$ cat config.mk
export PLATFORM = sky130hd
export DESIGN_NAME = i2c_master_transfer_sequencer_flat
export DESIGN_NICKNAME = d
export VERILOG_FILES = /design/src/hw/rtl/i2cs_pkg.sv /design/src/hw/rtl/i2cs_stream_if.sv /design/src/hw/rtl/i2c_master_transfer_sequencer.sv /design/src/flat_wrapper.sv
export SDC_FILE = /design/constraint.sdc
export NUM_CORES = 1
export LEC_CHECK = 0
export ABC_CLOCK_PERIOD_IN_PS = 8750
export BUFFER_PORTS_ARGS = -buffer_cell sky130_fd_sc_hd__clkbuf_2
export CORE_ASPECT_RATIO = 0.6
export CORE_UTILIZATION = 47
export CTS_CLUSTER_SIZE = 16
export DETAILED_ROUTE_END_ITERATION = 16
export GPL_TIMING_DRIVEN = 0
export PLACE_DENSITY = 0.78
export SKIP_CTS_REPAIR_TIMING = 1
export SYNTH_ARGS = -nofsm -noshare
export SYNTH_HDL_FRONTEND = slang
export SYNTH_SLANG_ARGS = --single-unit
$ cat constraint.sdc
create_clock -name clk -period 8.75 [get_ports clk]
set_input_delay 1.75 -clock clk [delete_from_list [all_inputs] [get_ports clk]]
set_output_delay 1.75 -clock clk [all_outputs]
set_load 0.02 [all_outputs]
$ cat src/hw/rtl/i2cs_pkg.sv
// Package for the I2C master transfer sequencer: command and result payload
// types, operation, state, error and notification codes. No dependencies.
package i2cs_pkg;

  // Command operation codes
  localparam logic [2:0] OP_START_WR = 3'd0;
  localparam logic [2:0] OP_START_RD = 3'd1;
  localparam logic [2:0] OP_SB       = 3'd2;
  localparam logic [2:0] OP_ADDR     = 3'd3;
  localparam logic [2:0] OP_TXE      = 3'd4;
  localparam logic [2:0] OP_RXNE     = 3'd5;
  localparam logic [2:0] OP_BTF      = 3'd6;
  localparam logic [2:0] OP_ERROR    = 3'd7;

  // Transfer state codes
  localparam logic [1:0] ST_READY = 2'd0;
  localparam logic [1:0] ST_WRITE = 2'd1;
  localparam logic [1:0] ST_READ  = 2'd2;

  // Error kinds
  localparam logic [2:0] ERR_BUS     = 3'd0;
  localparam logic [2:0] ERR_ARB     = 3'd1;
  localparam logic [2:0] ERR_ACKF    = 3'd2;
  localparam logic [2:0] ERR_OVR     = 3'd3;
  localparam logic [2:0] ERR_TIMEOUT = 3'd4;

  // Notification codes
  localparam logic [2:0] NTF_NONE     = 3'd0;
  localparam logic [2:0] NTF_TX_DONE  = 3'd1;
  localparam logic [2:0] NTF_RX_DONE  = 3'd2;
  localparam logic [2:0] NTF_BUS_ERR  = 3'd3;
  localparam logic [2:0] NTF_ARB_LOST = 3'd4;
  localparam logic [2:0] NTF_ACK_FAIL = 3'd5;
  localparam logic [2:0] NTF_OVERRUN  = 3'd6;
  localparam logic [2:0] NTF_TIMEOUT  = 3'd7;

  typedef struct packed {
    logic [2:0]  op;
    logic [6:0]  slave_addr;
    logic [15:0] length;
    logic        repeat_start;
    logic [7:0]  tx_byte;
    logic [7:0]  rx_data_in;
    logic        txe_flag;
    logic [2:0]  error_kind;
  } cmd_t;

  typedef struct packed {
    logic [1:0]  prev_state;
    logic        start_gen;
    logic        dr_write;
    logic [7:0]  dr_byte;
    logic        rx_valid;
    logic [7:0]  rx_byte;
    logic [15:0] byte_index;
    logic        stop_gen;
    logic        ack_level;
    logic [2:0]  notify;
  } rsp_t;

endpackage

$ cat src/hw/rtl/i2cs_stream_if.sv
// Valid/ready channel used for commands, results and configuration writes.
// Payload type is a parameter; depends on nothing else.
interface i2cs_stream_if #(
  parameter type T = logic
);
  logic valid;
  logic ready;
  T     data;

  modport source (output valid, output data, input ready);
  modport sink   (input valid, input data, output ready);
endinterface

$ cat src/hw/rtl/i2c_master_transfer_sequencer.sv
// I2C master transfer sequencer. Each command transaction on cmd (a start
// request or a peripheral event) yields exactly one result transaction on res.
// A command is taken into an input register and its result is computed in one
// pass and loaded into a result register, so one command per cycle is
// sustained; cmd.ready drops only while the result register is full and
// res.ready is low. The acknowledge default is written through cfg, by the user
// only while the block is idle (the block itself does not enforce this); it
// takes effect when the next reception completes.
// Depends on i2cs_pkg and i2cs_stream_if.
module i2c_master_transfer_sequencer
  import i2cs_pkg::*;
#(
  parameter int LEN_BITS = 16
) (
  input logic          clk,
  input logic          rst,
  i2cs_stream_if.sink   cmd,
  i2cs_stream_if.source res,
  i2cs_stream_if.sink   cfg
);

  localparam logic [LEN_BITS-1:0] LEN_ZERO = '0;
  localparam logic [LEN_BITS-1:0] LEN_ONE  = LEN_BITS'(1);
  localparam logic [LEN_BITS-1:0] LEN_TWO  = LEN_BITS'(2);

  logic                ack_default;

  logic [1:0]          xfer_state, xfer_state_next;
  logic [6:0]          target_addr, target_addr_next;
  logic                hold_bus, hold_bus_next;
  logic [LEN_BITS-1:0] bytes_left, bytes_left_next;
  logic [LEN_BITS-1:0] read_total, read_total_next;
  logic [LEN_BITS-1:0] position, position_next;
  logic                ack_bit, ack_bit_next;

  logic                in_valid;
  cmd_t                in_q;
  logic                out_valid;
  rsp_t                out_q;
  rsp_t                rsp;
  logic                advance;
  logic [LEN_BITS-1:0] rx_left;

  assign advance   = in_valid && (!out_valid || res.ready);
  assign cmd.ready = !in_valid || advance;
  assign cfg.ready = 1'b1;
  assign res.valid = out_valid;
  assign res.data  = out_q;

  always_ff @(posedge clk) begin
    if (rst) begin
      ack_default <= 1'b1;
    end else if (cfg.valid) begin
      ack_default <= cfg.data;
    end
  end

  // Input register
  always_ff @(posedge clk) begin
    if (rst) begin
      in_valid <= 1'b0;
    end else if (cmd.ready) begin
      in_valid <= cmd.valid;
    end
  end

  always_ff @(posedge clk) begin
    if (cmd.ready && cmd.valid) begin
      in_q <= cmd.data;
    end
  end

  // Sequencer step
  always_comb begin
    xfer_state_next  = xfer_state;
    target_addr_next = target_addr;
    hold_bus_next    = hold_bus;
    bytes_left_next  = bytes_left;
    read_total_next  = read_total;
    position_next    = position;
    ack_bit_next     = ack_bit;
    rx_left          = bytes_left;
    rsp              = '0;
    rsp.prev_state   = xfer_state;

    case (in_q.op)
      OP_START_WR, OP_START_RD: begin
        if (xfer_state == ST_READY) begin
          target_addr_next = in_q.slave_addr;
          bytes_left_next  = LEN_BITS'(in_q.length);
          hold_bus_next    = in_q.repeat_start;
          position_next    = LEN_ZERO;
          if (in_q.op == OP_START_RD) begin
            read_total_next = LEN_BITS'(in_q.length);
            xfer_state_next = ST_READ;
          end else begin
            xfer_state_next = ST_WRITE;
          end
          rsp.start_gen = 1'b1;
        end
      end
      OP_SB: begin
        if (xfer_state == ST_WRITE || xfer_state == ST_READ) begin
          rsp.dr_write = 1'b1;
          rsp.dr_byte  = {target_addr, (xfer_state == ST_READ)};
        end
      end
      OP_ADDR: begin
        // Single-byte read: NACK the only byte
        if (xfer_state == ST_READ && read_total == LEN_ONE) begin
          ack_bit_next = 1'b0;
        end
      end
      OP_TXE: begin
        if (xfer_state == ST_WRITE && bytes_left != LEN_ZERO) begin
          rsp.dr_write    = 1'b1;
          rsp.dr_byte     = in_q.tx_byte;
          rsp.byte_index  = 16'(position);
          bytes_left_next = bytes_left - LEN_ONE;
          position_next   = position + LEN_ONE;
        end
      end
      OP_RXNE: begin
        if (xfer_state == ST_READ) begin
          if (read_total != LEN_ZERO) begin
            // NACK ahead of the last byte
            if (read_total > LEN_ONE && bytes_left == LEN_TWO) begin
              ack_bit_next = 1'b0;
            end
            rsp.rx_valid   = 1'b1;
            rsp.rx_byte    = in_q.rx_data_in;
            rsp.byte_index = 16'(position);
            if (read_total > LEN_ONE) begin
              position_next = position + LEN_ONE;
            end
            if (bytes_left != LEN_ZERO) begin
              rx_left = bytes_left - LEN_ONE;
            end
          end
          bytes_left_next = rx_left;
          if (rx_left == LEN_ZERO) begin
            rsp.stop_gen    = !hold_bus;
            xfer_state_next = ST_READY;
            bytes_left_next = LEN_ZERO;
            read_total_next = LEN_ZERO;
            position_next   = LEN_ZERO;
            ack_bit_next    = ack_default;
            rsp.notify      = NTF_RX_DONE;
          end
        end
      end
      OP_BTF: begin
        if (xfer_state == ST_WRITE && in_q.txe_flag && bytes_left == LEN_ZERO) begin
          rsp.stop_gen    = !hold_bus;
          xfer_state_next = ST_READY;
          bytes_left_next = LEN_ZERO;
          read_total_next = LEN_ZERO;
          position_next   = LEN_ZERO;
          rsp.notify      = NTF_TX_DONE;
        end
      end
      OP_ERROR: begin
        case (in_q.error_kind)
          ERR_BUS:     rsp.notify = NTF_BUS_ERR;
          ERR_ARB:     rsp.notify = NTF_ARB_LOST;
          ERR_ACKF: begin
            rsp.notify = NTF_ACK_FAIL;
            // Abort a running transfer with STOP
            if (xfer_state != ST_READY) begin
              rsp.stop_gen    = 1'b1;
              xfer_state_next = ST_READY;
              bytes_left_next = LEN_ZERO;
              read_total_next = LEN_ZERO;
              position_next   = LEN_ZERO;
            end
          end
          ERR_OVR:     rsp.notify = NTF_OVERRUN;
          ERR_TIMEOUT: rsp.notify = NTF_TIMEOUT;
          default:     rsp.notify = NTF_NONE;
        endcase
      end
      default: begin
        rsp.notify = NTF_NONE;
      end
    endcase

    rsp.ack_level = ack_bit_next;
  end

  always_ff @(posedge clk) begin
    if (rst) begin
      xfer_state  <= ST_READY;
      target_addr <= '0;
      hold_bus    <= 1'b0;
      bytes_left  <= LEN_ZERO;
      read_total  <= LEN_ZERO;
      position    <= LEN_ZERO;
      ack_bit     <= 1'b1;
    end else if (advance) begin
      xfer_state  <= xfer_state_next;
      target_addr <= target_addr_next;
      hold_bus    <= hold_bus_next;
      bytes_left  <= bytes_left_next;
      read_total  <= read_total_next;
      position    <= position_next;
      ack_bit     <= ack_bit_next;
    end
  end

  // Result register
  always_ff @(posedge clk) begin
    if (rst) begin
      out_valid <= 1'b0;
    end else if (advance) begin
      out_valid <= 1'b1;
    end else if (res.ready) begin
      out_valid <= 1'b0;
    end
  end

  always_ff @(posedge clk) begin
    if (advance) begin
      out_q <= rsp;
    end
  end

  a_stall_only_when_full: assert property (@(posedge clk) disable iff (rst)
    !cmd.ready |-> (out_valid && !res.ready))
    else $error("command side stalled while result register can drain");

  a_idle_counts_clear: assert property (@(posedge clk) disable iff (rst)
    (xfer_state == ST_READY) |-> (bytes_left == LEN_ZERO && position == LEN_ZERO
                                  && read_total == LEN_ZERO))
    else $error("counts left over in ready state");

  a_start_from_ready: assert property (@(posedge clk) disable iff (rst)
    (out_valid && out_q.start_gen) |-> (out_q.prev_state == ST_READY))
    else $error("START requested while a transfer was busy");

  a_stop_on_end: assert property (@(posedge clk) disable iff (rst)
    (out_valid && out_q.stop_gen) |-> (out_q.notify == NTF_TX_DONE
      || out_q.notify == NTF_RX_DONE || out_q.notify == NTF_ACK_FAIL))
    else $error("STOP requested without completion or abort");

  a_one_data_action: assert property (@(posedge clk) disable iff (rst)
    out_valid |-> !(out_q.dr_write && out_q.rx_valid))
    else $error("data register write and reception in one result");

endmodule

$ cat src/flat_wrapper.sv
// flat-port wrapper written by rule: the top's interface ports become plain ports
module i2c_master_transfer_sequencer_flat import i2cs_pkg::*;
#(
  parameter int LEN_BITS = 16
)
  (clk, rst, cmd_valid, cmd_data, cmd_ready, res_valid, res_data, res_ready, cfg_valid, cfg_data, cfg_ready);
  i2cs_stream_if #(.T(cmd_t)) cmd_i ();
  i2cs_stream_if #(.T(rsp_t)) res_i ();
  i2cs_stream_if #(.T(logic)) cfg_i ();
  input logic clk;
  input logic rst;
  input wire logic [$bits(cmd_i.valid)-1:0] cmd_valid;
  input wire logic [$bits(cmd_i.data)-1:0] cmd_data;
  output wire logic [$bits(cmd_i.ready)-1:0] cmd_ready;
  output wire logic [$bits(res_i.valid)-1:0] res_valid;
  output wire logic [$bits(res_i.data)-1:0] res_data;
  input wire logic [$bits(res_i.ready)-1:0] res_ready;
  input wire logic [$bits(cfg_i.valid)-1:0] cfg_valid;
  input wire logic [$bits(cfg_i.data)-1:0] cfg_data;
  output wire logic [$bits(cfg_i.ready)-1:0] cfg_ready;
  assign cmd_i.valid = cmd_valid;
  assign cmd_i.data = cmd_data;
  assign cmd_ready = cmd_i.ready;
  assign res_valid = res_i.valid;
  assign res_data = res_i.data;
  assign res_i.ready = res_ready;
  assign cfg_i.valid = cfg_valid;
  assign cfg_i.data = cfg_data;
  assign cfg_ready = cfg_i.ready;
  i2c_master_transfer_sequencer #(.LEN_BITS(LEN_BITS)) u_core (.clk(clk), .rst(rst), .cmd(cmd_i), .res(res_i), .cfg(cfg_i));
endmodule
# After elaboration in Yosys (flattened, before gate mapping)
# Index checks and enable logic that the tools add are counted.
# totals
register_bits	151
output_inout_bits	45
elab_cells	146
# op_classes
addsub	2
n_lt_le_gt_ge	1
n_eq_ne	25
muxes	58
n_reduce_logical	32
# op_table
op	count
16-bit two-way mux	22
16-bit one-hot mux with 5 select lines	2
16-bit one-hot mux with 4 select lines	1
16-bit logical NOT	2
16-bit one-hot mux with 2 select lines	1
16-bit nonzero test	2
25-bit two-way mux	1
9-bit two-way mux	2
9-bit one-hot mux with 2 select lines	1
17-bit two-way mux	1
16-bit by 1-bit adder with 16-bit output (second input constant)	1
16-bit by 1-bit equality test with 1-bit output (second input constant)	1
16-bit by 2-bit equality test with 1-bit output (second input constant)	1
16-bit by 1-bit greater-than comparator with 1-bit output (second input constant)	1
2-bit two-way mux	8
2-bit by 1-bit != test with 1-bit output (second input constant)	8
8-bit AND reduction	2
16-bit by 1-bit subtractor with 16-bit output (second input constant)	1
3-bit equality test (second input constant)	5
3-bit one-hot mux with 5 select lines	1
1-bit two-way mux	13
3-bit by 2-bit equality test with 1-bit output (second input constant)	4
10-bit AND reduction	1
3-bit one-hot mux with 3 select lines	1
20 further kinds	35

# Logic depth before layout (Yosys ltp)
# logic_depth
ltp_word	9
ltp_mapped	14
ltp_nobuf	10

# Worst setup path after synthesis
# OpenSTA, ideal clock, no wires.
# synth_timing
kind	in2out
from	in res_ready
to	out cmd_ready
arrival_time_ns	2.209
required_ns	7.000
slack_ns	4.791
path_stages	2
path_buffers	0
path_cell_list	nor2b_1 nand2_1
# synth_between
elab_chain_len	3
# synth_rtl
item	line_no	rtl
from (decl)	flat_wrapper.sv:17	input wire logic [$bits(res_i.ready)-1:0] res_ready;
1-bit logical OR	i2c_master_transfer_sequencer.sv:44	assign advance = in_valid && (!out_valid || res.ready);
1-bit logical AND	i2c_master_transfer_sequencer.sv:44	
1-bit logical OR	i2c_master_transfer_sequencer.sv:45	assign cmd.ready = !in_valid || advance;
to (decl)	flat_wrapper.sv:14	output wire logic [$bits(cmd_i.ready)-1:0] cmd_ready;
# No other way between the ends.

# Worst setup path in the final report
# layout_timing
from	reg u_core.bytes_left[0]
to	reg u_core.bytes_left[3]
# layout_between
elab_chain_len	9
word_cells_on_any_way	17
# layout_rtl
item	line_no	rtl
from (decl)	i2c_master_transfer_sequencer.sv:31	logic [LEN_BITS-1:0] bytes_left, bytes_left_next;
from (signal assigned)	i2c_master_transfer_sequencer.sv:203	bytes_left <= bytes_left_next;
16-bit by 1-bit subtractor with 16-bit output or 16-bit nonzero test (tied branches)	--	
16-bit two-way mux	i2c_master_transfer_sequencer.sv:136	if (bytes_left != LEN_ZERO) begin
16-bit two-way mux	i2c_master_transfer_sequencer.sv:125	if (read_total != LEN_ZERO) begin
16-bit two-way mux	i2c_master_transfer_sequencer.sv:124	if (xfer_state == ST_READ) begin
16-bit two-way mux	i2c_master_transfer_sequencer.sv:86	case (in_q.op)
16-bit logical NOT	i2c_master_transfer_sequencer.sv:141	if (rx_left == LEN_ZERO) begin
16-bit two-way mux	i2c_master_transfer_sequencer.sv:141	
16-bit two-way mux	i2c_master_transfer_sequencer.sv:124	
16-bit one-hot mux with 5 select lines	i2c_master_transfer_sequencer.sv:86	
# Parallel ways exist; a longest one is shown, timed or not. The select of a mux whose other input is x is not followed.
# A chain may end at the register's enable or synchronous reset.

==> impl_results.md <==
* Clock Root Buffer: clkbuf_16
* Sequential-to-total area share from yosys stat at 58.3%
* Clock skew at 0.0119 ns
* Slew @ Worst Pin at 1.11 ns
* Area growth from synthesis to layout at 19.9%
* Worst path max stage delay at 0.59 ns
* Residual overflow from global routing at 0
* Later-pin clock latency in the skew report at 0.42 ns
* Detailed-route wire length per cell at 18.1 µm
* Min Tclk post-route at 4.27 ns
* DRT Pass-1 Iters at 5
* Hold-critical path depth at 2
* RD Place Congestion at 0.914
* Fill cells at 1,161
* Worst reg2reg path endpoint: u_core.bytes_left[3]
* Critical-path cell list: inv_1, ha_1, or3b_1, buf_2, or4b_4, buf_6, nand2_2, mux2i_1, nor3_4, a21oi_1, clkbuf_1, nand3_1, o22ai_1
* Final period util at 48.8%
* Sequential cell area at 3910 µm²
* Post-synth cell types at 66
* Cell area after synthesis at 6710 µm²
* Data arrival time of the worst path at 4.60 ns
* Area of the multi-input gates at 2570 µm²
* Count of antenna-violating nets left after detailed routing at 0
* Most repeated cell in the gate-level netlist after synthesis: edfxtp_1
* Syn. warnings at 0
* Port Buf Inserts at 96
* Number of nets in the layout at 819
* Post-synth top area share at 39.8%
* # H-tree levels at 4
* Number of rows created at floorplan at 33
* Biggest fanout along the worst timing path at 10
* Post-Route WL at 17.4 mm
* Initial core utilization at 48.7%
* Mean instance size in the synthesized netlist at 10.5 µm²
* Post-synth EDFFs at 89
* Synthesized netlist cell count at 642
* Critical Path End Type: register
* Detailed Route Iter0 Violations at 450
* Power density over cell area at 213 nW/µm²
* Clk buf depth at 2
* Startpoint of the worst-slack reg-to-reg timing path: u_core.bytes_left[0]
* Most numerous cell types in the synthesized netlist: 89 x edfxtp_1, 67 x nand2_1, 62 x dfxtp_1, 49 x a21oi_1, 41 x nand3_1
* Top-level I/O count at 98
* Routed vias at 5,541
* Clock-pin slew reported for the worst setup and hold paths after clock tree synthesis at 0.06 ns
* Launching element of the worst setup path: u_core.bytes_left[0]
* Register bit count reported by yosys at 151
* Half-perimeter wire length after placement at 12.8 mm
* Post-route DRC violation count at 0
* Asr flop ratio synth at 0%
* Library cell with the largest summed area after synthesis: edfxtp_1
* Pin count of the biggest net entering global routing at 42
* Vias per std cell at 5.75
* Number of clock buffers inserted by TritonCTS at 17
* Summed negative setup slack over all endpoints at 0 ns
* Core region area at 13,800 µm²
* GRT Total Usage at 24.8%
* Worst-case reg-to-reg path depth at 13
* Startpoint kind of the worst setup timing path: register
* Overall die area at 14,800 µm²
* Hold Path Origin: u_core.target_addr[1]
* CTS tree: done
* Critical path class: register to register
* Worst EP required at 9.08 ns
* Result of the run: complete, no violations
* Vertical extent of the die at 94.6 µm
* Headroom to the max-slew limit at 25.6%
* Max_cap viols at 0
* Number of diodes at 0
* CTS sink count at 151
* Area of all placed cells without fillers at 8050 µm²
* Standard cell area after detailed placement at 7480 µm²
* Fin. Hold Viols at 0
* Leakage power figure at 3.08 nW
* Flop2flop setup slack at 4.48 ns
* Hold Crit Class: register to register
* Initial antenna violation count at 0
* Destination of the worst hold path: u_core.target_addr[1]
* Leading post-synthesis cells by cell area: edfxtp_1 40%, dfxtp_1 18%, nand2_1 3.7%
* Via count of the first global-routing pass at 5,272
* Setup repair after global routing missed its margin: no
* Slowest stage cell on the critical path: or4b_4
* Die Width at 156 µm
* Predominant post-synthesis flop cell: edfxtp_1
* First-pass GRT wire length at 27.8 mm
* Number of slew-limit violations in the final report at 0
* IR Drop Worst-Case VDD at 0.000134 V
* Synthesized netlist net count at 702
* Fraction of final layout cells with drive strength greater than 1 at 20.1%
* Total power draw at 1.72 mW
* Peak Freq at 234 MHz
* Number of setup violations in the final report at 0
flip-flops by register name (all words and copies together), names as in the netlist, 2 cells and up:
name	count
u_core.bytes_left	16
u_core.xfer_state	2
u_core.res.data	42
u_core.position	16
u_core.read_total	16
u_core.target_addr	7
u_core.in_q	47
routing by layer:
| metal | wire [µm] | GRT usage, % | up-vias |
|---|---|---|---|
| met4 | 199 | 5.88 | 0 |
| met3 | 1510 | 5.60 | 27 |
| li1 | - | - | 2607 |
| met1 | 8200 | 36.2 | 2624 |
| met2 | 7520 | 37.2 | 283 |
| met5 | 0 | 0 | - |
critical path, delay by kind of cell, from the launching register on:
family / cells / cell delay (ns)
simple gates: 5 / 1.67
buf+inv: 4 / 1.03
compound gates: 2 / 0.45
mux: 1 / 0.37
flops: 1 / 0.35
fa+ha+maj: 1 / 0.31
layout make-up:
cell class / instances / share of cell area (%)
multi-input combinational: 438 / 31.9
sequential: 151 / 48.6
buffer: 39 / 2.25
clock inverter: 13 / 1.65
inverter: 14 / 0.653
tap: 192 / 2.99
clock buffer: 19 / 5.38
timing repair buffer: 98 / 6.56
power breakdown:
group / leakage, nW / internal [mW] / switching (mW)
clock: 0.271 / 0.418 / 0.290
combinational: 1.43 / 0.0719 / 0.143
sequential: 1.38 / 0.779 / 0.0140
total: 3.08 / 1.27 / 0.447
layout by cell type, fill, tap and decap left out, types with 3 or more instances in the layout:
master,instances
o31ai_1,7
nor4b_1,3
clkbuf_16,17
nor2_1,34
and2_1,25
clkbuf_1,25
or3_1,4
o21bai_1,7
or4_1,7
nor4_1,12
ha_1,7
a211oi_1,5
mux2i_1,3
clkinvlp_4,3
buf_2,6
and3_1,15
a21oi_1,49
nor3_1,23
inv_1,13
nor3b_1,5
nand4_1,3
buf_4,3
o22ai_1,12
nor2b_1,6
nand2_1,67
or2_2,4
nand2b_1,10
a22o_1,9
dfxtp_1,62
edfxtp_1,89
nand3_1,41
clkinv_2,4
clkbuf_2,97
buf_1,4
o21ai_0,33
metrics by stage:
step                instances  utilization, %  hold slack, ns  setup WS [ns]
detailed placement        932            54.3           0.454           4.50
global route              964            58.4           0.483           4.27
finish                    964            58.4           0.463           4.48
CTS                       964            58.4           0.463           4.50
floorplan                 642               -           0.433           4.79
global placement          930            53.9           0.443           4.44
cell families (layout without fill, tap and decap cells):
logic type,after synthesis,after routing,share of synthesized area [%]
flip-flops,151,151,58.3
XOR/XNOR,4,4,0.522
multiplexers,3,3,0.447
adder cells (fa/ha/maj),7,7,1.30
AO/OA/AOI/OAI,153,153,14.8
buffers and inverters,53,183,3.47
other,1,1,0.0559
AND/OR/NAND/NOR,270,270,21.1
worst max path at each step:
stage | end | slack (ns) | cells past startpoint
floorplan | cmd_ready | 4.79 | 2
CTS | cmd_ready | 4.50 | 4
global route | u_core.bytes_left[3] | 4.27 | 13
finish | u_core.bytes_left[3] | 4.48 | 13
detailed placement | cmd_ready | 4.50 | 4
global placement | u_core.target_addr[3] | 4.44 | 6
(Power assumes the default switching activity.)
